$ cat src/hdl/evfpl_pkg.sv
// ----------------------------------------------------------------------------
// evfpl_pkg
// shared constants, codes and types of the echo verified flash page loader
// ----------------------------------------------------------------------------
package evfpl_pkg;

   // page geometry
   localparam int PAGE_BYTES       = 64;
   localparam int PAGES_PER_SECTOR = 16;

   // field widths
   localparam int RX_W     = 8;
   localparam int KIND_W   = 2;
   localparam int DATA_W   = 32;
   localparam int PAGE_W   = 8;
   localparam int SECTOR_W = 4;
   localparam int ADDR_W   = 14;

   // derived sizes
   localparam int BIDX_W      = (PAGE_BYTES > 1) ? $clog2(PAGE_BYTES) : 1;
   localparam int STORE_WORDS = (PAGE_BYTES + 3) / 4;
   localparam int WIDX_W      = (STORE_WORDS > 1) ? $clog2(STORE_WORDS) : 1;
   localparam int PROG_WORDS  = PAGE_BYTES / 4;
   localparam int PROG_STEPS  = PROG_WORDS + 4;
   localparam int MAX_STEPS   = (PAGE_BYTES > PROG_STEPS) ? PAGE_BYTES : PROG_STEPS;
   localparam int STEP_W      = $clog2(MAX_STEPS);
   localparam int SUB_W       = (PAGES_PER_SECTOR > 1) ? $clog2(PAGES_PER_SECTOR) : 1;

   // job queue
   localparam int JOBQ_DEPTH = 4;
   localparam int JOBQ_PTR_W = $clog2(JOBQ_DEPTH);
   localparam int JOBQ_CNT_W = $clog2(JOBQ_DEPTH + 1);

   // outstanding page store readers
   localparam int PEND_W = 2;

   localparam logic [DATA_W-1:0] ACK_DATA = DATA_W'(1);

   typedef enum logic [KIND_W-1:0] {
      KIND_TX    = 2'd0,
      KIND_PREP  = 2'd1,
      KIND_ERASE = 2'd2,
      KIND_PROG  = 2'd3
   } kind_type;

   typedef enum logic [1:0] {
      JOB_ACK  = 2'd0,
      JOB_ECHO = 2'd1,
      JOB_PROG = 2'd2
   } job_kind_type;

   typedef enum logic [1:0] {
      SEL_CONST = 2'd0,
      SEL_BYTE  = 2'd1,
      SEL_WORD  = 2'd2
   } data_sel_type;

   typedef struct packed {
      job_kind_type          kind;
      logic [PAGE_W-1:0]     page;
      logic [SECTOR_W-1:0]   sector;
   } job_type;

   typedef struct packed {
      logic                en;
      logic [WIDX_W-1:0]   word;
      logic [1:0]          lane;
      logic [RX_W-1:0]     data;
   } store_wr_type;

   typedef struct packed {
      kind_type              kind;
      data_sel_type          sel;
      logic [1:0]            lane;
      logic [DATA_W-1:0]     cdata;
      logic [PAGE_W-1:0]     page;
      logic [SECTOR_W-1:0]   sector;
      logic [ADDR_W-1:0]     addr;
      logic                  last;
   } result_type;

endpackage

$ cat src/hdl/evfpl_if.sv
// ----------------------------------------------------------------------------
// evfpl channel interfaces
// valid/ready channels for received bytes and for result transactions
// ----------------------------------------------------------------------------
interface evfpl_req_if import evfpl_pkg::*; ();
   logic            valid;
   logic            ready;
   logic [RX_W-1:0] rx_byte;

   modport source (output valid, output rx_byte, input ready);
   modport sink   (input valid, input rx_byte, output ready);
endinterface

interface evfpl_rsp_if import evfpl_pkg::*; ();
   logic                valid;
   logic                ready;
   logic [KIND_W-1:0]   kind;
   logic [DATA_W-1:0]   data;
   logic [PAGE_W-1:0]   page;
   logic [SECTOR_W-1:0] sector;
   logic [ADDR_W-1:0]   flash_address;
   logic                last;

   modport source (output valid, output kind, output data, output page, output sector,
                   output flash_address, output last, input ready);
   modport sink   (input valid, input kind, input data, input page, input sector,
                   input flash_address, input last, output ready);
endinterface

$ cat src/hdl/evfpl_front.sv
// ----------------------------------------------------------------------------
// evfpl_front
// accepts received bytes, tracks the protocol phase, fills the page store
// and posts jobs for the back end
// ----------------------------------------------------------------------------
module evfpl_front import evfpl_pkg::*; (
   input  logic          clock,
   input  logic          reset,
   evfpl_req_if.sink     req_ch,
   input  logic          jobq_full,
   output logic          push_valid,
   output job_type       push_job,
   output store_wr_type  store_wr,
   input  logic          store_done
);

   typedef enum logic [3:0] {
      PH_COUNT   = 4'b0001,
      PH_DATA    = 4'b0010,
      PH_CONFIRM = 4'b0100,
      PH_DONE    = 4'b1000
   } phase_type;

   phase_type             phase_ff, phase_in;
   logic [PAGE_W-1:0]     pages_total_ff, pages_total_in;
   logic [PAGE_W-1:0]     page_index_ff, page_index_in;
   logic [BIDX_W-1:0]     byte_index_ff, byte_index_in;
   logic [SUB_W-1:0]      sub_ff, sub_in;
   logic [SECTOR_W-1:0]   sector_ff, sector_in;
   logic [PEND_W-1:0]     pend_ff, pend_in;
   logic                  accept;
   logic                  push_store;
   logic [PAGE_W-1:0]     page_next;

   // page store may not be overwritten while a reader is still queued or active
   assign req_ch.ready = !jobq_full && !((phase_ff == PH_DATA) && (pend_ff != '0));
   assign accept       = req_ch.valid && req_ch.ready;
   assign page_next    = page_index_ff + PAGE_W'(1);

   always_comb begin
      phase_in       = phase_ff;
      pages_total_in = pages_total_ff;
      page_index_in  = page_index_ff;
      byte_index_in  = byte_index_ff;
      sub_in         = sub_ff;
      sector_in      = sector_ff;
      push_valid     = 1'b0;
      push_job       = '{kind: JOB_ACK, page: page_index_ff, sector: sector_ff};
      push_store     = 1'b0;
      store_wr.en    = 1'b0;
      store_wr.word  = WIDX_W'(byte_index_ff >> 2);
      store_wr.lane  = byte_index_ff[1:0];
      store_wr.data  = req_ch.rx_byte;
      if (accept) begin
         unique case (phase_ff)
            PH_COUNT: begin
               pages_total_in = req_ch.rx_byte;
               page_index_in  = '0;
               byte_index_in  = '0;
               sub_in         = '0;
               sector_in      = '0;
               push_valid     = 1'b1;
               push_job.kind  = JOB_ACK;
               phase_in       = (req_ch.rx_byte == '0) ? PH_DONE : PH_DATA;
            end
            PH_DATA: begin
               store_wr.en = 1'b1;
               if (byte_index_ff == BIDX_W'(PAGE_BYTES - 1)) begin
                  push_valid    = 1'b1;
                  push_store    = 1'b1;
                  push_job.kind = JOB_ECHO;
                  byte_index_in = '0;
                  phase_in      = PH_CONFIRM;
               end else begin
                  byte_index_in = byte_index_ff + BIDX_W'(1);
               end
            end
            PH_CONFIRM: begin
               byte_index_in = '0;
               if (req_ch.rx_byte == '0) begin
                  // rejected page, collect it again
                  phase_in = PH_DATA;
               end else begin
                  push_valid    = 1'b1;
                  push_store    = 1'b1;
                  push_job.kind = JOB_PROG;
                  page_index_in = page_next;
                  if (sub_ff == SUB_W'(PAGES_PER_SECTOR - 1)) begin
                     sub_in    = '0;
                     sector_in = sector_ff + SECTOR_W'(1);
                  end else begin
                     sub_in = sub_ff + SUB_W'(1);
                  end
                  phase_in = (page_next >= pages_total_ff) ? PH_DONE : PH_DATA;
               end
            end
            PH_DONE: begin
            end
            default: begin
               phase_in = PH_COUNT;
            end
         endcase
      end
   end

   always_comb begin
      pend_in = pend_ff;
      if (push_store && !store_done) begin
         pend_in = pend_ff + PEND_W'(1);
      end else if (!push_store && store_done) begin
         pend_in = pend_ff - PEND_W'(1);
      end
   end

   always_ff @(posedge clock) begin
      if (reset) begin
         phase_ff       <= PH_COUNT;
         pages_total_ff <= '0;
         page_index_ff  <= '0;
         byte_index_ff  <= '0;
         sub_ff         <= '0;
         sector_ff      <= '0;
         pend_ff        <= '0;
      end else begin
         phase_ff       <= phase_in;
         pages_total_ff <= pages_total_in;
         page_index_ff  <= page_index_in;
         byte_index_ff  <= byte_index_in;
         sub_ff         <= sub_in;
         sector_ff      <= sector_in;
         pend_ff        <= pend_in;
      end
   end

   // store writes only when no reader is outstanding
   a_wr_no_reader: assert property (@(posedge clock) disable iff (reset)
      store_wr.en |-> (pend_ff == '0))
      else $error("page store written while a reader is outstanding");

   // at most an echo and a program job can be outstanding
   a_pend_bound: assert property (@(posedge clock) disable iff (reset)
      pend_ff != PEND_W'(3))
      else $error("outstanding reader count out of range");

endmodule

$ cat src/hdl/evfpl_jobq.sv
// ----------------------------------------------------------------------------
// evfpl_jobq
// small job queue between front and back end
// ----------------------------------------------------------------------------
module evfpl_jobq import evfpl_pkg::*; (
   input  logic     clock,
   input  logic     reset,
   input  logic     push_valid,
   input  job_type  push_job,
   output logic     full,
   output logic     pop_valid,
   input  logic     pop_ready,
   output job_type  pop_job
);

   job_type                 slot_ff [JOBQ_DEPTH];
   logic [JOBQ_PTR_W-1:0]   wr_ptr_ff, rd_ptr_ff;
   logic [JOBQ_CNT_W-1:0]   count_ff;
   logic                    do_push, do_pop;

   assign full      = (count_ff == JOBQ_CNT_W'(JOBQ_DEPTH));
   assign pop_valid = (count_ff != '0);
   assign pop_job   = slot_ff[rd_ptr_ff];
   assign do_push   = push_valid && !full;
   assign do_pop    = pop_valid && pop_ready;

   always_ff @(posedge clock) begin
      if (do_push) begin
         slot_ff[wr_ptr_ff] <= push_job;
      end
   end

   always_ff @(posedge clock) begin
      if (reset) begin
         wr_ptr_ff <= '0;
         rd_ptr_ff <= '0;
         count_ff  <= '0;
      end else begin
         if (do_push) begin
            wr_ptr_ff <= wr_ptr_ff + JOBQ_PTR_W'(1);
         end
         if (do_pop) begin
            rd_ptr_ff <= rd_ptr_ff + JOBQ_PTR_W'(1);
         end
         if (do_push && !do_pop) begin
            count_ff <= count_ff + JOBQ_CNT_W'(1);
         end else if (!do_push && do_pop) begin
            count_ff <= count_ff - JOBQ_CNT_W'(1);
         end
      end
   end

   // the front end never posts into a full queue
   a_no_overflow: assert property (@(posedge clock) disable iff (reset)
      push_valid |-> !full)
      else $error("job posted into a full queue");

endmodule

$ cat src/hdl/evfpl_back.sv
// ----------------------------------------------------------------------------
// evfpl_back
// page store and result sequencer: acknowledges, page echo and flash commands
// ----------------------------------------------------------------------------
module evfpl_back import evfpl_pkg::*; (
   input  logic          clock,
   input  logic          reset,
   input  store_wr_type  store_wr,
   input  logic          job_valid,
   output logic          job_ready,
   input  job_type       job,
   output logic          store_done,
   evfpl_rsp_if.source   rsp_ch
);

   logic [DATA_W-1:0]     mem [STORE_WORDS];
   logic [DATA_W-1:0]     rd_ff;

   logic                  active_ff;
   job_type               job_ff;
   logic [STEP_W-1:0]     step_ff;

   logic                  s1_valid_ff;
   result_type            s1_ff;
   result_type            res;

   logic                  rsp_valid_ff;
   kind_type              rsp_kind_ff;
   logic [DATA_W-1:0]     rsp_data_ff;
   logic [PAGE_W-1:0]     rsp_page_ff;
   logic [SECTOR_W-1:0]   rsp_sector_ff;
   logic [ADDR_W-1:0]     rsp_addr_ff;
   logic                  rsp_last_ff;

   logic                  issue, s1_move, final_step;
   logic [WIDX_W-1:0]     rd_addr;
   logic [STEP_W-1:0]     word_idx;
   logic [DATA_W-1:0]     out_data;

   assign job_ready  = !active_ff;
   assign s1_move    = s1_valid_ff && (!rsp_valid_ff || rsp_ch.ready);
   assign issue      = active_ff && (!s1_valid_ff || s1_move);
   assign store_done = issue && final_step && (job_ff.kind != JOB_ACK);
   assign word_idx   = step_ff - STEP_W'(3);

   // step decode
   always_comb begin
      res        = '{kind: KIND_TX, sel: SEL_CONST, lane: 2'd0, cdata: '0, page: '0,
                     sector: '0, addr: '0, last: 1'b0};
      rd_addr    = '0;
      final_step = 1'b0;
      unique case (job_ff.kind)
         JOB_ACK: begin
            res.cdata  = ACK_DATA;
            final_step = 1'b1;
         end
         JOB_ECHO: begin
            res.sel    = SEL_BYTE;
            res.lane   = step_ff[1:0];
            rd_addr    = WIDX_W'(step_ff >> 2);
            final_step = (step_ff == STEP_W'(PAGE_BYTES - 1));
         end
         JOB_PROG: begin
            if (step_ff == STEP_W'(0) || step_ff == STEP_W'(2)) begin
               res.kind   = KIND_PREP;
               res.sector = job_ff.sector;
            end else if (step_ff == STEP_W'(1)) begin
               res.kind = KIND_ERASE;
               res.page = job_ff.page;
            end else if (step_ff == STEP_W'(PROG_STEPS - 1)) begin
               res.cdata  = ACK_DATA;
               final_step = 1'b1;
            end else begin
               res.kind = KIND_PROG;
               res.sel  = SEL_WORD;
               res.page = job_ff.page;
               rd_addr  = WIDX_W'(word_idx);
               res.addr = ADDR_W'(int'(job_ff.page) * PAGE_BYTES + int'(word_idx) * 4);
            end
         end
         default: begin
            final_step = 1'b1;
         end
      endcase
      res.last = final_step;
   end

   // page store, byte lane writes and registered word read
   always_ff @(posedge clock) begin
      if (store_wr.en) begin
         mem[store_wr.word][8 * store_wr.lane +: 8] <= store_wr.data;
      end
      if (issue) begin
         rd_ff <= mem[rd_addr];
      end
   end

   // job sequencer
   always_ff @(posedge clock) begin
      if (reset) begin
         active_ff <= 1'b0;
         step_ff   <= '0;
      end else if (!active_ff) begin
         if (job_valid) begin
            active_ff <= 1'b1;
            step_ff   <= '0;
         end
      end else if (issue) begin
         if (final_step) begin
            active_ff <= 1'b0;
         end
         step_ff <= step_ff + STEP_W'(1);
      end
   end

   always_ff @(posedge clock) begin
      if (!active_ff && job_valid) begin
         job_ff <= job;
      end
   end

   // decode stage, waits for the store read
   always_ff @(posedge clock) begin
      if (reset) begin
         s1_valid_ff <= 1'b0;
      end else if (issue) begin
         s1_valid_ff <= 1'b1;
      end else if (s1_move) begin
         s1_valid_ff <= 1'b0;
      end
   end

   always_ff @(posedge clock) begin
      if (issue) begin
         s1_ff <= res;
      end
   end

   always_comb begin
      case (s1_ff.sel)
         SEL_BYTE: out_data = DATA_W'(rd_ff[8 * s1_ff.lane +: 8]);
         SEL_WORD: out_data = rd_ff;
         default:  out_data = s1_ff.cdata;
      endcase
   end

   // output register
   always_ff @(posedge clock) begin
      if (reset) begin
         rsp_valid_ff <= 1'b0;
      end else if (s1_move) begin
         rsp_valid_ff <= 1'b1;
      end else if (rsp_ch.ready) begin
         rsp_valid_ff <= 1'b0;
      end
   end

   always_ff @(posedge clock) begin
      if (s1_move) begin
         rsp_kind_ff   <= s1_ff.kind;
         rsp_data_ff   <= out_data;
         rsp_page_ff   <= s1_ff.page;
         rsp_sector_ff <= s1_ff.sector;
         rsp_addr_ff   <= s1_ff.addr;
         rsp_last_ff   <= s1_ff.last;
      end
   end

   assign rsp_ch.valid         = rsp_valid_ff;
   assign rsp_ch.kind          = rsp_kind_ff;
   assign rsp_ch.data          = rsp_data_ff;
   assign rsp_ch.page          = rsp_page_ff;
   assign rsp_ch.sector        = rsp_sector_ff;
   assign rsp_ch.flash_address = rsp_addr_ff;
   assign rsp_ch.last          = rsp_last_ff;

   // a store reader finishes only from an active job
   a_done_active: assert property (@(posedge clock) disable iff (reset)
      store_done |-> active_ff)
      else $error("store release without an active job");

   // a decoded result always lands in the output register
   a_s1_to_out: assert property (@(posedge clock) disable iff (reset)
      s1_move |=> rsp_valid_ff)
      else $error("decoded result lost");

endmodule

$ cat src/hdl/echo_verified_flash_page_loader_core.sv
// ----------------------------------------------------------------------------
// echo_verified_flash_page_loader_core
// serial page loader: echoes each received page, and once it is confirmed erases and programs it
// ----------------------------------------------------------------------------
// path: the first result of a transaction passes the job queue, the job sequencer,
// the decode stage and the output register
// throughput: one result per cycle within a job while the result side is ready
// a page echo gives 64 results, a confirmed page 20 results
// data bytes of the next page wait until the page store has been read out
// reset: synchronous, clears phase, counters, queue and handshakes;
// the page store has no clearing pass and holds stale data until written
// ----------------------------------------------------------------------------
module echo_verified_flash_page_loader_core import evfpl_pkg::*; (
   input  logic          clock,
   input  logic          reset,
   evfpl_req_if.sink     req_ch,
   evfpl_rsp_if.source   rsp_ch
);

   // front to queue
   logic          push_valid;
   job_type       push_job;
   logic          jobq_full;

   // queue to back
   logic          job_valid;
   logic          job_ready;
   job_type       job;

   // page store write port and reader release
   store_wr_type  store_wr;
   logic          store_done;

   // front: byte classification, phase tracking and page store fill
   evfpl_front u_front (
      .clock      (clock),
      .reset      (reset),
      .req_ch     (req_ch),
      .jobq_full  (jobq_full),
      .push_valid (push_valid),
      .push_job   (push_job),
      .store_wr   (store_wr),
      .store_done (store_done)
   );

   // queue decouples byte intake from result generation
   evfpl_jobq u_jobq (
      .clock      (clock),
      .reset      (reset),
      .push_valid (push_valid),
      .push_job   (push_job),
      .full       (jobq_full),
      .pop_valid  (job_valid),
      .pop_ready  (job_ready),
      .pop_job    (job)
   );

   // back: walks each job one result per cycle into the output register while the result side is ready
   evfpl_back u_back (
      .clock      (clock),
      .reset      (reset),
      .store_wr   (store_wr),
      .job_valid  (job_valid),
      .job_ready  (job_ready),
      .job        (job),
      .store_done (store_done),
      .rsp_ch     (rsp_ch)
   );

endmodule

$ cat src/flat_wrapper.sv
// flat-port wrapper written by rule: the top's interface ports become plain ports
module echo_verified_flash_page_loader_core_flat import evfpl_pkg::*;
  (clock, reset, req_ch_valid, req_ch_rx_byte, req_ch_ready, rsp_ch_valid, rsp_ch_kind, rsp_ch_data, rsp_ch_page, rsp_ch_sector, rsp_ch_flash_address, rsp_ch_last, rsp_ch_ready);
  evfpl_req_if req_ch_i ();
  evfpl_rsp_if rsp_ch_i ();
  input  logic clock;
  input  logic reset;
  input wire logic [$bits(req_ch_i.valid)-1:0] req_ch_valid;
  input wire logic [$bits(req_ch_i.rx_byte)-1:0] req_ch_rx_byte;
  output wire logic [$bits(req_ch_i.ready)-1:0] req_ch_ready;
  output wire logic [$bits(rsp_ch_i.valid)-1:0] rsp_ch_valid;
  output wire logic [$bits(rsp_ch_i.kind)-1:0] rsp_ch_kind;
  output wire logic [$bits(rsp_ch_i.data)-1:0] rsp_ch_data;
  output wire logic [$bits(rsp_ch_i.page)-1:0] rsp_ch_page;
  output wire logic [$bits(rsp_ch_i.sector)-1:0] rsp_ch_sector;
  output wire logic [$bits(rsp_ch_i.flash_address)-1:0] rsp_ch_flash_address;
  output wire logic [$bits(rsp_ch_i.last)-1:0] rsp_ch_last;
  input wire logic [$bits(rsp_ch_i.ready)-1:0] rsp_ch_ready;
  assign req_ch_i.valid = req_ch_valid;
  assign req_ch_i.rx_byte = req_ch_rx_byte;
  assign req_ch_ready = req_ch_i.ready;
  assign rsp_ch_valid = rsp_ch_i.valid;
  assign rsp_ch_kind = rsp_ch_i.kind;
  assign rsp_ch_data = rsp_ch_i.data;
  assign rsp_ch_page = rsp_ch_i.page;
  assign rsp_ch_sector = rsp_ch_i.sector;
  assign rsp_ch_flash_address = rsp_ch_i.flash_address;
  assign rsp_ch_last = rsp_ch_i.last;
  assign rsp_ch_i.ready = rsp_ch_ready;
  echo_verified_flash_page_loader_core u_core (.clock(clock), .reset(reset), .req_ch(req_ch_i), .rsp_ch(rsp_ch_i));
endmodule
$ cat config.mk
export PLATFORM = sky130hd
export DESIGN_NAME = echo_verified_flash_page_loader_core_flat
export DESIGN_NICKNAME = d
export VERILOG_FILES = /design/src/hdl/evfpl_pkg.sv /design/src/hdl/evfpl_if.sv /design/src/hdl/evfpl_front.sv /design/src/hdl/evfpl_jobq.sv /design/src/hdl/evfpl_back.sv /design/src/hdl/echo_verified_flash_page_loader_core.sv /design/src/flat_wrapper.sv
export SDC_FILE = /design/constraint.sdc
export NUM_CORES = 1
export LEC_CHECK = 0
export BUFFER_PORTS_ARGS = -buffer_cell sky130_fd_sc_hd__buf_2
export CAP_MARGIN = 20
export CORE_UTILIZATION = 49
export DETAILED_ROUTE_END_ITERATION = 8
export PLACE_DENSITY_LB_ADDON = 0.12
export SETUP_SLACK_MARGIN = 0.3
export SLEW_MARGIN = 20
export SYNTH_ARGS = -nofsm -noshare
export SYNTH_HDL_FRONTEND = slang
export SYNTH_SLANG_ARGS = --single-unit
$ cat constraint.sdc
create_clock -name clock -period 8.5 [get_ports clock]
set_clock_uncertainty 0.15 [all_clocks]
set_input_delay 0.85 -clock clock [delete_from_list [all_inputs] [get_ports clock]]
set_output_delay 0.85 -clock clock [all_outputs]
set_load 0.01 [all_outputs]
### Word level (Yosys, flattened, before mapping)

Memory sizes are Yosys's and may differ from the RTL's. A register that Yosys moved wholly into a read port is not among the register bits.
Index checks and enable logic that the tools add are counted.

* register bits: 178
* bits in latches: 0
* memory bits (writable): 568
* memory bits (read-only): 0
* input bits: 12
* output and inout bits: 63
* memories kept: 2

Memories
* u_core.u_back.mem: depth 16, bits a word 32, rd ports 1, clocked after Yosys merged registers in 1, wr ports 1, RTL line evfpl_back.sv:16 `logic [DATA_W-1:0] mem [STORE_WORDS];`
* u_core.u_jobq.slot_ff: depth 4, bits a word 14, rd ports 1, clocked after Yosys merged registers in 1, wr ports 1, RTL line evfpl_jobq.sv:16 `job_type slot_ff [JOBQ_DEPTH];`

* add/sub/neg operators: 14
* $mul: 0
* div/mod/pow operators: 0
* magnitude comparators: 1
* equality and inequality tests: 19
* shift-type cells: 3
* multiplexer cells: 67
* bitwise logic cells: 2
* reduce and logical (&&, ||, !) cells: 48

Operator list (number)
* $pmux 32 s2: 1
* $mux 4: 12
* $neg 5->34: 1
* $shift 8x34->32 const A: 1
* $shiftx 8x34->32: 1
* $mux 32: 1
* $shiftx 32x6->8: 1
* $mux 1: 24
* $mux 6: 4
* $mux 8: 3
* $pmux 4 s2: 3
* $reduce_bool 2->1: 9
* $pmux 4 s4: 1
* $pmux 8 s2: 1
* $add 14x8->14: 1
* $mux 2: 7
* $logic_and 1x1->1: 13
* $add 6x1->6 const B: 2
* $eq 6x6->1 const B: 2
* $pmux 6 s2: 1
* $logic_not 1->1: 9
* $mux 9: 1
* $add 4x1->4 const B: 2
* $add 8x1->8 const B: 1
* other kinds (33): 52

### Depth between registers and ports, before layout

Gate-level depths: netlist of the first run.

* depth after elaboration: 11
* mapped depth: 14
* depth with buffers taken out: 13

### By module

A second synthesis of the first run with hierarchy kept.

* cell total of the unflattened synthesis: 2082
* area total of the unflattened synthesis: 31121.1 µm²

Modules (own cells, without submodules)
* evfpl_back: instances 1, cells each 1690, area each 26359.0 µm², sequential area each 19668.9 µm²
* evfpl_jobq: instances 1, cells each 121, area each 2512.4 µm², sequential area each 1861.8 µm²
* evfpl_front: instances 1, cells each 271, area each 2249.7 µm², sequential area each 720.7 µm²

### Least setup slack after synthesis of the first run

Ideal clock, no wire load.

* kind: input to register
* start: in rsp_ch_ready
* end: reg u_core.u_front.pend_ff[1]
* data arrival time: 5.693 ns
* data required time: 8.280 ns
* setup slack: 2.587 ns
* cell stages on the path: 7
* path buffers: 0
* cell sequence: nor2b_1 a21boi_1 nand2_1 or2_2 ha_1 or3_1 a21oi_1

* cells in the longest elaborated chain, start to end: 9

RTL lines
* start, declared: RTL line flat_wrapper.sv:18 `input wire logic [$bits(rsp_ch_i.ready)-1:0] rsp_ch_ready;`
* $logic_or 1x1->1 *: RTL line evfpl_back.sv:41 `assign s1_move = s1_valid_ff && (!rsp_valid_ff || rsp_ch.ready);`
* $logic_and 1x1->1 *: RTL line evfpl_back.sv:41
* $logic_or 1x1->1 *: RTL line evfpl_back.sv:42 `assign issue = active_ff && (!s1_valid_ff || s1_move);`
* $logic_and 1x1->1 *: RTL line evfpl_back.sv:42
* via u_core.u_back.issue: RTL line evfpl_back.sv:35 `logic issue, s1_move, final_step;`
* $logic_and 1x1->1 * (2 in a row): RTL line evfpl_back.sv:43 `assign store_done = issue && final_step && (job_ff.kind != JOB_ACK);`
* $logic_not 1->1: RTL line evfpl_front.sv:108 `if (push_store && !store_done) begin`
* $logic_and 1x1->1: RTL line evfpl_front.sv:108
* $mux 2 / $reduce_bool 2->1 (equally long branches)
* end signal, assigned: RTL line evfpl_front.sv:131 `pend_ff <= pend_in;`
* end, declared: RTL line evfpl_front.sv:30 `logic [PEND_W-1:0] pend_ff, pend_in;`

The timed path passes the listed nets; every way through them passes the cells marked *.
A chain may end at the register's enable or synchronous reset.

### Final worst setup path of the first run

* start: reg u_core.u_back.step_ff[0]
* end: reg u_core.u_back.rd_ff[5], read port of u_core.u_back.mem (data pin)

* cells in the longest elaborated chain, start to end: 5

RTL lines
* start, declared: RTL line evfpl_back.sv:21 `logic [STEP_W-1:0] step_ff;`
* start signal, assigned: RTL line evfpl_back.sv:112 `step_ff <= step_ff + STEP_W'(1);`
* $sub 6x2->6: RTL line evfpl_back.sv:44 `assign word_idx = step_ff - STEP_W'(3);`
* via u_core.u_back.word_idx[0]: RTL line evfpl_back.sv:37 `logic [STEP_W-1:0] word_idx;`
* $mux 4: RTL line evfpl_back.sv:70 `end else if (step_ff == STEP_W'(PROG_STEPS - 1)) begin`
* $mux 4: RTL line evfpl_back.sv:67 `end else if (step_ff == STEP_W'(1)) begin`
* $mux 4: RTL line evfpl_back.sv:64 `if (step_ff == STEP_W'(0) || step_ff == STEP_W'(2)) begin`
* $pmux 4 s2: RTL line evfpl_back.sv:52 `unique case (job_ff.kind)`
* end, declared: RTL line evfpl_back.sv:17 `logic [DATA_W-1:0] rd_ff;`

The timed path passes the listed nets, and every way through them passes these cells.

==> results of run 1 <==
## per-layer routing
metal / up-vias / routed length (um) / part of all wire, %
met4: 0 / 2026 / 2.8
met3: 118 / 5702 / 7.8
met2: 605 / 34250 / 47
met5: - / 0 / 0
li1: 7534 / - / -
met1: 8558 / 31120 / 43
## sequential cells by signal, summed over array words and instances, names as in the netlist, 8 cells and up
register,flops
u_core.u_back.rsp_ch.flash_address,12
u_core.u_back.rd_ff,32
u_core.u_back.mem,512
u_core.u_front.pages_total_ff,8
u_core.u_back.s1_ff,32
u_core.u_back.rsp_ch.page,8
u_core.u_front.page_index_ff,8
u_core.u_back.rsp_ch.data,32
u_core.u_back.job_ff,14
u_core.u_jobq.slot_ff,56
## how the worst min path moves through the flow
| stage | from | endpoint | slack, ps | cells after the start |
|---|---|---|---|---|
| after floorplan | u_core.u_back.s1_ff[11]$_SDFFCE_PP0P_ | u_core.u_back.rsp_ch.flash_address[10]$_DFFE_PP_ | 250 | 0 |
| after global placement | u_core.u_back.s1_ff[24]$_SDFFCE_PP0P_ | u_core.u_back.rsp_ch.page[5]$_DFFE_PP_ | 250 | 0 |
| after detailed placement | u_core.u_back.s1_ff[21]$_SDFFCE_PP0P_ | u_core.u_back.rsp_ch.page[2]$_DFFE_PP_ | 250 | 0 |
| after CTS | u_core.u_back.s1_ff[21]$_SDFFCE_PP0P_ | u_core.u_back.rsp_ch.page[2]$_DFFE_PP_ | 270 | 0 |
| after global routing | u_core.u_back.s1_ff[10]$_SDFFCE_PP0P_ | u_core.u_back.rsp_ch.flash_address[9]$_DFFE_PP_ | 270 | 0 |
| final | u_core.u_back.s1_ff[21]$_SDFFCE_PP0P_ | u_core.u_back.rsp_ch.page[2]$_DFFE_PP_ | 270 | 0 |
## critical path, delay by kind of cell, from the launching register on
family / cells / cell delay [ps]
flip-flops: 1 / 580
AO/OA/AOI/OAI: 4 / 660
buffers and inverters: 3 / 1410
adder cells (fa/ha/maj): 1 / 260
AND/OR/NAND/NOR: 2 / 880
multiplexers: 1 / 380
## kinds of logic after synthesis
logic type,count (synthesis),share of synthesized area [%]
multiplexers,193,7.568
AND/OR/NAND/NOR,441,7.175
XOR/XNOR,31,0.8984
flip-flops,757,73.50
adder cells (fa/ha/maj),36,1.540
other,1,0.01241
buffers and inverters,129,1.813
AO/OA/AOI/OAI,309,7.498
## area by class of cell
class,instances,share of cell area (%)
inverters,26,0.2887
repair buffers,94,1.577
multi-input cells,1012,22.35
clock buffers,103,6.426
diodes,1,0.007403
flip-flops and latches,757,65.71
clock inverters,38,0.7440
well taps,782,2.894
## report_power, final
| part | internal [uW] | switching (uW) |
|---|---|---|
| registers | 4420 | 225 |
| logic | 405 | 770 |
| clock network | 1890 | 1390 |
| total | 6710 | 2380 |
## per-stage QoR
step	std cells	power, uW	hold slack [ps]	utilization [%]	area (sq um)
floorplan	1898	5401	250.3	-	30230
CTS	2811	9134	265.1	55.64	33770
finish	2813	9092	266.3	55.69	33800
global route	2812	9390	274.1	55.69	33800
global placement	2668	5863	251.5	51.62	31330
detailed placement	2670	5895	254.5	51.65	31350
## placed cells by master (no fill, tap or decap), drive strengths merged, types with 19 or more instances in the layout
cell type | Yosys | routed
xor2 | 19 | 19
inv | 26 | 29
buf | 38 | 94
nand2 | 107 | 107
ha | 34 | 34
mux2 | 64 | 64
mux2i | 107 | 107
a32oi | 33 | 33
nor3 | 23 | 23
and2 | 72 | 72
mux4 | 22 | 22
a211o | 33 | 33
nand3 | 19 | 19
a221oi | 32 | 32
dfxtp | 52 | 52
o221ai | 33 | 33
and3 | 49 | 49
edfxtp | 705 | 705
a21oi | 27 | 27
clkbuf | 65 | 103
nor2 | 132 | 132
clkinv | 0 | 32
o21ai | 79 | 79
o211ai | 33 | 33
==> impl_metrics.ini, run 1 <==
[run_status]
outcome = finished, final reports clean

[global_route]
grt_pass1_wl_um = 107800
grt_pass1_vias = 16730
grt-busiest-layer = met2
track_usage_pct = 23.43
use_met1_pct = 31.62
grt_overflow = 0
grt_max_degree = 67
grt_antenna_before_repair = 1
grt_use_met3_pct = 5.996
grt_use_met2_pct = 36.94

[cts]
root_buffer = clkbuf_16
cts_setup_buffers = 0
clock-sinks = 757
cts-resized-gates = 0
holdBufCountCts = 0
numCtsBuffers = 79
insertion_delay_ps = 620
clockBufferDepth = 3
cts_tree = yes
h-tree-depth = 3
path_clk_slew_ps = 60

[power]
irDropWorstVdd_mv = 0.1668
p_leak_uw = 0.01110
p_per_area_nw_per_um2 = 269.0

[finish]
fill_cells = 4718
fin_nets = 2018
multi_input_area_sq_um = 7556
area.sequential_sq_um = 22210
drive_above_1_share_pct = 15.47
syn_to_final_growth_pct = 11.85

[floorplanning]
io_pins = 75
num_rows = 90
start_util_pct = 49.79
die_w_um = 250.3
core_region_area_sq_um = 60700
die_height_um = 250.3
die_area_sq_um = 62670

[setup_path]
cp-endpoint = u_core.u_back.rd_ff[5]$_DFFE_PP_
cp_slowest_cell = buf_4
path_cells = inv_1, ha_1, nor3_1, o21ai_2, o31ai_4, buf_4, nand2_4, buf_4, mux2_2, o221ai_1, o21ai_0
ff2ff_path_depth = 11
criticalPathCategory = reg2reg
critPathMaxStageDelay_ps = 700
worstPathMaxFanout = 66
cp.required_ps = 8700
worst_setup_path_end_kind = flip-flop
cp-startpoint = u_core.u_back.step_ff[0]$_SDFFE_PP0P_
cp.arrival_ps = 4910
startpoint_type = flip-flop
reg2reg_slack_ps = 3780
reg2reg_from = u_core.u_back.step_ff[0]$_SDFFE_PP0P_
worstReg2RegEnd = u_core.u_back.rd_ff[5]$_DFFE_PP_
crit_top_cell = buf_4

[synth]
yosys_warnings = 0
netlist.area_leader.share_pct = 70.05
ys_top_cells_by_count = edfxtp_1, nor2_1, mux2i_1, nand2_1, and2_1
synth_area_sq_um = 30220
synth_area_leaders = edfxtp_1, mux2i_1, dfxtp_1, mux2_2, mux4_2
ys_ff_latch = 757
synth_cell_types = 68
yosysMostFrequentCell = edfxtp_1
syn_inst = 1897
synth_top_area_cell = edfxtp_1
postSynthAreaPerCell_sq_um = 15.93
async_flop_share_pct = 0
synth_edf_count = 705
yosysSeqAreaShare_pct = 73.50
synth-main-ff-cell = edfxtp_1

[timing]
relSlewSlack_pct = 20.88
fmax_mhz = 212.0
setup_slack_ps = 3783
drv_slew = 0
finalSetupTns_ps = 0
min_period_ps = 4717
tightestPinTransition_ps = 1182
period_share_pct = 55.50
rsz0062_at_grt = false
setup_violations = 0
finalHoldViolCount = 0

[detailed_routing]
wire_per_inst_um = 25.99
drt-pass1-iter-count = 6
antenna_left = 0
vias_per_cell = 5.978
drt_first_iter_violations = 1474
wirelength_um = 73100
num_vias = 16820
drc = 0

[placement]
gp_congestion = 0.8250
io_buffers = 72
place_hpwl_um = 45070
pre_cts_slack_ps = 3821

[hold_path]
hold_path.class = reg2reg

[run]
max_cap_viol_count = 0
Note: power is estimated with default switching activity, not from simulation.
==> inputs of run 2 (changes only) <==
--- a/config.mk
+++ b/config.mk
@@ -5,6 +5,7 @@
 export SDC_FILE = /design/constraint.sdc
 export NUM_CORES = 1
 export LEC_CHECK = 0
+export ABC_AREA = 1
 export BUFFER_PORTS_ARGS = -buffer_cell sky130_fd_sc_hd__buf_2
 export CAP_MARGIN = 20
 export CORE_UTILIZATION = 49
==> constraint.sdc (replaced) <==
create_clock -name clock -period 4.9 [get_ports clock]
set_clock_uncertainty 0.15 [all_clocks]
set_input_delay 0.49 -clock clock [delete_from_list [all_inputs] [get_ports clock]]
set_output_delay 0.49 -clock clock [all_outputs]
set_load 0.01 [all_outputs]
==> impl_metrics.ini, run 2 <==
[run_status]
outcome = finished, final reports clean

[floorplanning]
die_height_um = 261.5
core_region_area_sq_um = 66220
start_util_pct = 49.83
num_rows = 94
die_w_um = 261.5
die_area_sq_um = 68380
io_pins = 75

[finish]
mostFrequentLayoutCells = edfxtp_1, nand3_1, nand2_1
largest_registers = u_core.u_back.mem: 512 flops, u_core.u_jobq.slot_ff: 56 flops
syn_to_final_growth_pct = 11.31
fin_nets = 3111
final_common_cell = edfxtp_1
regMostFlops = u_core.u_back.mem
drive_above_1_share_pct = 9.187
n_antenna_cell = 0
fill_cells = 5640
largest_reg_flops = 512
fin_cells = 3988

[timing]
drv_slew = 0
setup_slack_ps = 1393
period_share_pct = 71.58
rsz0062_at_grt = false
min_period_ps = 3507
relSlewSlack_pct = 23.57
finalSetupTns_ps = 0
tightestPinTransition_ps = 1142
fmax_mhz = 285.1
finalHoldViolCount = 0
setup_violations = 0

[placement]
place_hpwl_um = 54390
io_buffers = 72
pre_cts_slack_ps = 1386
gp_congestion = 0.8849
dp_cells = 3844

[detailed_routing]
num_vias = 22370
vias_per_cell = 5.609
wirelength_um = 88460
antenna_left = 0
drc = 0
drt_first_iter_violations = 2264
wire_per_inst_um = 22.18
drt-pass1-iter-count = 6

[synth]
syn_inst = 3028
yosysSeqAreaShare_pct = 67.32
yosysMostFrequentCell = edfxtp_1
yosys_warnings = 0
synth_top_area_cell = edfxtp_1
netlist.area_leader.share_pct = 64.16
synth_edf_count = 705
ys_top_cells_by_count = edfxtp_1, nand3_1, nand2_1
synth_area_leaders = edfxtp_1, nand3_1, nand2_1, inv_1, dfxtp_1
synth-main-ff-cell = edfxtp_1
synth_cell_types = 40
postSynthAreaPerCell_sq_um = 10.90
synth_area_sq_um = 32990
async_flop_share_pct = 0
ys_ff_latch = 757

[cts]
numCtsBuffers = 80
h-tree-depth = 3
holdBufCountCts = 0
path_clk_slew_ps = 60
cts_setup_buffers = 0
cts_tree = yes
root_buffer = clkbuf_16
cts-resized-gates = 0
clock-sinks = 757
insertion_delay_ps = 620
clockBufferDepth = 3

[setup_path]
cp-startpoint = u_core.u_back.step_ff[0]$_SDFFE_PP0P_
ff2ff_path_depth = 15
crit_cells = 15
reg2reg_slack_ps = 1390
worstPathMaxFanout = 66
path_buf_inv = 3
cp-endpoint = u_core.u_back.rd_ff[27]$_DFFE_PP_
worstReg2RegEnd = u_core.u_back.rd_ff[27]$_DFFE_PP_
path_cells = inv_1, ha_1, inv_1, nand2_1, nand3_2, nand2_4, nor2_8, nand2_2, nand2_1, nand2_4, buf_4, nand3_1, nand3_1, nand3_1, nand2_1
crit_family = simple AND/OR/NAND/NOR gates
cp.required_ps = 5120
criticalPathCategory = reg2reg
worst_setup_path_end_kind = flip-flop
critPathMaxStageDelay_ps = 520
startpoint_type = flip-flop
reg2reg_from = u_core.u_back.step_ff[0]$_SDFFE_PP0P_
cp_slowest_cell = buf_4
cp.arrival_ps = 3730

[power]
irDropWorstVdd_mv = 0.3976
p_leak_uw = 0.01453
p_per_area_nw_per_um2 = 541.7
total_power_uw = 19890

[run]
max_cap_viol_count = 0

[global_route]
grt_pass1_vias = 21660
track_usage_pct = 26.24
grt_antenna_before_repair = 2
grt_overflow = 0
grt_pass1_wl_um = 133200
grt_max_degree = 116

[hold_path]
hold_path.class = in2reg
run 2: cell types whose count changed after synthesis, sizes merged, moves of 64 or more:
cell    before  now
buf         38  113
nand2      107  518
and2        72    0
nand3       19  602
nor2       132  200
mux2i      107    0
nand3b       3  131
inv         26  395
mux2        64    0
run 2: cell type report:
cell class	instances	area, sq um	area share [%]
clock buffer	108	2221	6.047
timing repair buffer	126	853.3	2.323
tap	864	1081	2.943
sequential	757	22210	60.48
clock inverter	35	270.3	0.7359
multi-input combinational	1703	8606	23.43
inverter	395	1484	4.040
run 2: cell families after synthesis:
kind of cell / after synthesis / synth area share [%]
buffers and inverters: 569 / 7.053
and+or+nand+nor: 1490 / 21.12
AOI/OAI and AO/OA: 163 / 2.768
DFF: 757 / 67.32
adders and majority gates: 36 / 1.411
other: 1 / 0.01137
xor gates and xnor gates: 12 / 0.3185
run 2: worst min path at each step:
stage,slack (ps),cells past startpoint,to,startpoint
floorplan,250,0,u_core.u_back.rsp_ch.flash_address[10]$_DFFE_PP_,u_core.u_back.s1_ff[11]$_SDFFCE_PP0P_
global placement,250,0,u_core.u_back.rsp_ch.flash_address[12]$_DFFE_PP_,u_core.u_back.s1_ff[13]$_SDFFCE_PP0P_
detailed placement,250,0,u_core.u_back.rsp_ch.flash_address[7]$_DFFE_PP_,u_core.u_back.s1_ff[8]$_SDFFCE_PP0P_
CTS,10,4,u_core.u_back.rsp_ch.valid$_SDFFE_PP0P_,rsp_ch_ready
global route,60,4,u_core.u_back.rsp_ch.valid$_SDFFE_PP0P_,rsp_ch_ready
finish,50,4,u_core.u_back.rsp_ch.valid$_SDFFE_PP0P_,rsp_ch_ready
run 2: worst reg2reg max path: stages, from the launching register on:
cell and delay, ps:
dfxtp_1 450, inv_1 180, ha_1 240, inv_1 50, nand2_1 80, nand3_2 110, nand2_4 90, nor2_8 180
nand2_2 100, nand2_1 110, nand2_4 480, buf_4 570, nand3_1 170, nand3_1 90, nand3_1 130, nand2_1 90
run 2: report_power, final:
group / switching, uW / leakage, uW / internal, uW / total (uW)
clock network: 2450 / 0.00122 / 3380 / 5830
registers: 514 / 0.00709 / 7990 / 8500
logic: 4190 / 0.00622 / 1380 / 5560
run 2: per-layer routing:
layer  track usage, %  vias up  share of wire (%)
met1            35.71    10910                 42
met3            5.023      189                7.3
met2            41.52      859                 46
li1                 -    10410                  -
met5                0        -              0.035
met4            10.71        4                4.0
run 2: metrics by stage:
step | utilization (%) | hold slack [ps] | area (sq um)
after floorplan | - | 250.3 | 33000
after CTS | 55.41 | 10.92 | 36690
after global placement | 51.63 | 252.6 | 34190
final | 55.46 | 45.70 | 36730
after detailed placement | 51.65 | 254.5 | 34200
after global routing | 55.46 | 56.35 | 36730
